File: src/sv/wst_pkg.sv
// Shared constants and types of the window slot table.
`timescale 1ns / 1ps
`default_nettype none

package wst_pkg;

  localparam int SLOT_COUNT = 8;

  localparam logic [11:0] MAX_SIDE = 12'd2048;
  localparam logic [11:0] BASE_X   = 12'd100;
  localparam logic [11:0] BASE_Y   = 12'd90;
  localparam logic [11:0] STEP     = 12'd24;

  localparam logic [2:0] OP_CREATE  = 3'd0;
  localparam logic [2:0] OP_DESTROY = 3'd1;
  localparam logic [2:0] OP_LOOKUP  = 3'd2;
  localparam logic [2:0] OP_HIT     = 3'd3;
  localparam logic [2:0] OP_FOCUS   = 3'd4;
  localparam logic [2:0] OP_RELEASE = 3'd5;

  localparam logic [1:0] ST_OK        = 2'd0;
  localparam logic [1:0] ST_BAD_SIZE  = 2'd1;
  localparam logic [1:0] ST_FULL      = 2'd2;
  localparam logic [1:0] ST_NOT_FOUND = 2'd3;

  typedef struct packed {
    logic [31:0] id;
    logic [1:0]  owner;
    logic [11:0] width;
    logic [11:0] height;
  } slot_rec_t;

  typedef struct packed {
    logic      wr_en;
    logic      clr_en;
    slot_rec_t rec;
  } store_cmd_t;

endpackage

`default_nettype wire

File: src/sv/wst_slot_store.sv
// Slot record memory with its valid flags.
`timescale 1ns / 1ps
`default_nettype none

module wst_slot_store #(
  parameter int SLOT_COUNT = wst_pkg::SLOT_COUNT,
  localparam int IDX_W = (SLOT_COUNT > 1) ? $clog2(SLOT_COUNT) : 1
) (
  input  wire logic                clk,
  input  wire logic                rst,
  input  wire logic [IDX_W-1:0]    rd_addr,
  output wst_pkg::slot_rec_t       rd_rec,
  input  wire logic [IDX_W-1:0]    wr_addr,
  input  wst_pkg::store_cmd_t      cmd,
  output logic [SLOT_COUNT-1:0]    valid
);

  wst_pkg::slot_rec_t mem [SLOT_COUNT];

  // A write always creates a slot, so it also marks the entry valid.
  always_ff @(posedge clk) begin
    if (rst) begin
      valid <= '0;
    end else if (cmd.wr_en) begin
      valid[wr_addr] <= 1'b1;
    end else if (cmd.clr_en) begin
      valid[wr_addr] <= 1'b0;
    end
  end

  always_ff @(posedge clk) begin
    if (cmd.wr_en) begin
      mem[wr_addr] <= cmd.rec;
    end
    rd_rec <= mem[rd_addr];
  end

endmodule

`default_nettype wire

File: config.mk
export PLATFORM = sky130hd
export DESIGN_NAME = wst_slot_store
export DESIGN_NICKNAME = d
export VERILOG_FILES = /design/src/sv/wst_pkg.sv /design/src/sv/wst_slot_store.sv
export SDC_FILE = /design/constraint.sdc
export NUM_CORES = 1
export LEC_CHECK = 0
export ABC_AREA = 1
export BUFFER_PORTS_ARGS = -buffer_cell sky130_fd_sc_hd__buf_2
export CAP_MARGIN = 20
export CORE_AREA = 2 2 273 275
export DETAILED_ROUTE_END_ITERATION = 10
export DIE_AREA = 0 0 275 277
export GPL_ROUTABILITY_DRIVEN = 0
export HOLD_SLACK_MARGIN = 0.02
export SETUP_SLACK_MARGIN = 0.2
export SYNTH_ARGS = -nofsm -noshare
export SYNTH_HDL_FRONTEND = slang
export SYNTH_SLANG_ARGS = --single-unit
File: constraint.sdc
create_clock -name clk -period 6.8 [get_ports clk]
set_clock_uncertainty 0.15 [all_clocks]
set_input_delay 0.34 -clock clk [delete_from_list [all_inputs] [get_ports clk]]
set_output_delay 0.34 -clock clk [all_outputs]
set_load 0.005 [all_outputs]
Word level (Yosys, flattened, before mapping)
Memories as Yosys holds them, arrays and structs flattened. A register that Yosys moved wholly into a read port is not among the register bits.
Cells that the tools add are included.
{"block": "classes", "bitwise_logic": 3, "n_lt_le_gt_ge": 2, "muxes": 6, "reduce_logical": 2}
{"op": "$mux 8", "count": 2}
{"op": "$and 8x8->8", "count": 1}
{"op": "$not 8->8", "count": 1}
{"op": "$or 8x8->8", "count": 1}
{"op": "$lt 3x4->1 const B", "count": 1}
{"op": "$demux 1 s3", "count": 1}
{"op": "$ge 3x1->1 const B", "count": 1}
{"op": "$mux 1", "count": 3}
{"op": "$reduce_bool 2->1", "count": 1}
{"op": "$logic_and 1x1->1", "count": 1}
{"block": "totals", "ramBits": 464, "in_bits": 68, "mem_count": 1, "wordCells": 15, "out_inout_bits": 66, "regBits": 8}
{"memory": "mem", "words": 8, "width": 58, "read_ports": 1, "rd_clocked_by_memory_dff": 1, "write_ports": 1, "line": "wst_slot_store.sv:18", "source": "wst_pkg::slot_rec_t mem [SLOT_COUNT];"}

Longest topological paths before layout
{"block": "depth", "ltp_word": 8, "depth_mapped": 9}

Worst setup path before layout
No wires, ideal clock.
{"block": "synth_path", "path_type": "input-to-reg", "startpoint": "in wr_addr[2]", "endpoint": "mem mem[0][0] (netlist name), enable pin", "n_path_buf": 1, "arrival_ps": 1933, "setup_time_ps": 412, "setup_slack_ps": 4305, "cell_stages": 4, "required_time_ps": 6238, "path_cell_list": "clkbuf_1 nor3_1 nand2_1 inv_1"}
{"element": "from (decl)", "line": "wst_slot_store.sv:13", "source": "input wire logic [IDX_W-1:0] wr_addr,"}
{"element": "to (decl)", "line": "wst_slot_store.sv:18"}
Straight into the memory's write port.

Worst setup path in the final report
{"block": "layout_path", "startpoint": "in wr_addr[1]", "endpoint": "mem mem[2][34] (netlist name), enable pin"}
Straight into the memory's write port.

==> qor.yml <==
status: "finished clean"
grt_pass1_wl_um: 76600
clkPwrFrac: 0.420
startpoint_type: "input pin"
synth-edff-count: 464
via_count: 13728
drive_gt1_frac: 0.104
die_w_um: 275
synthArstFlopShare: 0
cts_buffers: 57
fmax_mhz: 397
ys_warn_count: 0
coreArea_sq_um: 73600
clock_latency_ns: 0.60
setup_viol: 0
place_ws_ns: 3.59
post_cts_buffers: 0
endpoint_kind: "flop"
power_density_nw_per_um2: 279
multiInputGateArea_sq_um: 4170
synth.distinct_cells: 15
cts.path.max_buffers: 3
rsz0062_at_grt: "no"
whs_ns: 0.210
postSynthAreaPerCell_sq_um: 10.2
routed_wirelength_um: 49500
path_max_fanout: 33
critical_path_required_ns: 6.88
area_growth_pct: 18.3
die_area_sq_um: 76200
peakVddDrop_uv: 186
yosysTopAreaCell: "edfxtp_1"
num-fill-cells: 7374
cts_resized: 0
route.detailed.drc: 0
cts-root-buf: "clkbuf_16"
nNetsFinal: 2376
slew_headroom: 0.265
grt_remaining_overflow: 0
via_per_inst: 4.13
netlist_instances: 2126
ant_nets: 0
critical_path_class: "input pin to flop"
fin_ws_ns: 4.28
synth-seq-cells: 530
htree_levels: 2
power_switching_mw: 1.59
clk_pin_slew_worst_paths_ns: 0.06
worst_pin_slew_ns: 1.10
tns_ns: 0
p_int_mw: 5.61
grt_max_degree: 140
final_max_slew_viol_count: 0
p_leak_nw: 11.7
dr.pass1.iters: 5
hold_viol_final: 0
fin_cells: 3326
arrival_ns: 2.60
antenna_found_initial: 3
maxCapViolations: 0
ys.flop_type: "edfxtp_1"
io_pins: 134
wl_per_cell_um: 14.9
power_frac_seq: 0.515
grt_use_total: 0.130
die_y_um: 277
synth_most_common_cell: "nand2_1"
hold_buffers: 68
swShare: 0.220
fin_crit_ns: 2.52
min_period_over_period: 0.371
rows: 100
grt_pass1_vias: 13243
start_util: 0.296
placed_cells: 3149
cts_tree: "built"
synth_top_area_frac: 0.640
regArea_sq_um: 15300
ys_seq_area_frac: 0.700
dp_hpwl_um: 25800
syn_area_sq_um: 21800
pwr-share-comb: 0.065
hold_path.class: "input pin to flop"
initialDrtViolationCount: 881
syn_nets: 2194
synthTopCellsByCount: "nand2_1 (766), inv_1 (476), edfxtp_1 (464)"
clkSinkCount: 530
io_buffers: 133
synth_area_leaders: "edfxtp_1 (64%), nand2_1 (13%), inv_1 (8.2%)"
[path summary, 6_finish.rpt]
kind / slack (ns) / start / end / depth (start not counted)
worst max register to register: 5.54 / flop / flop / 3
worst min-delay path: 0.21 / rd_addr[1] / rd_rec[10] / 5
worst min register to register: 0.32 / flop / flop / 2
worst max-delay path: 4.28 / wr_addr[1] / mem[2][34] / 7
[cells by family (layout without fill, tap and decap cells)]
logic type      after synthesis  count (layout)  synth area share
flops                       530             530             0.700
buf+inv                     573             802             0.108
simple gates               1015            1015             0.190
other cells                   0               2                 0
compound gates                8               8           0.00184
[per-layer routing]
metal	part of all wire	wire (um)	GRT usage
met5	0.00022	11	0
met4	0.018	916	0.0327
met3	0.048	2360	0.0242
met2	0.48	23800	0.220
met1	0.45	22500	0.172
[cells in the final DEF, fill, tap and decap left out, drive strengths merged]
master       count
bufinv           6
inv            472
edfxtp         464
nand4           10
nand3          234
dlygate4sd3     68
nand2          766
nor3             4
buf            150
nor2             1
a21oi            8
dfxtp           66
clkbuf          74
clkinv          32
diode            2
[worst max-delay path: stages]
cell	delay [ns]
dlygate4sd3_1	0.55
buf_2	0.23
inv_1	0.12
nor3_1	0.14
nand2_1	0.11
clkinv_2	0.44
buf_4	0.63
[sequential cells by signal (all words and copies together), names as in the netlist, named ones only]
| name | flops |
|---|---|
| mem | 464 |
| rd_rec | 58 |
[final cells by class]
type,count,area share
inverters,478,0.0703
multi-input cells,1023,0.162
repair buffers,218,0.0583
clock inverters,32,0.0119
flip-flops and latches,530,0.592
diodes,2,0.000194
clock buffers,74,0.0586
well taps,969,0.0470
[metrics by stage]
step                instance area [sq um]  power, mW  utilization
global placement                    23200       4.21        0.316
detailed placement                  23200       4.22        0.316
CTS                                 25700       7.29        0.350
global route                        25800       7.50        0.350
floorplan                           21800       4.03            -
finish                              25800       7.20        0.350
[power groups by stage]
stage	Sequential [mW]	Clock (mW)	Combinational, mW
final	3.71	3.03	0.467
after global routing	3.72	3.25	0.534
after detailed placement	3.78	0	0.443
after global placement	3.78	0	0.437
after CTS	3.71	3.11	0.478
after floorplan	3.77	0	0.262
No activity file was read; power rests on OpenSTA's default activity.
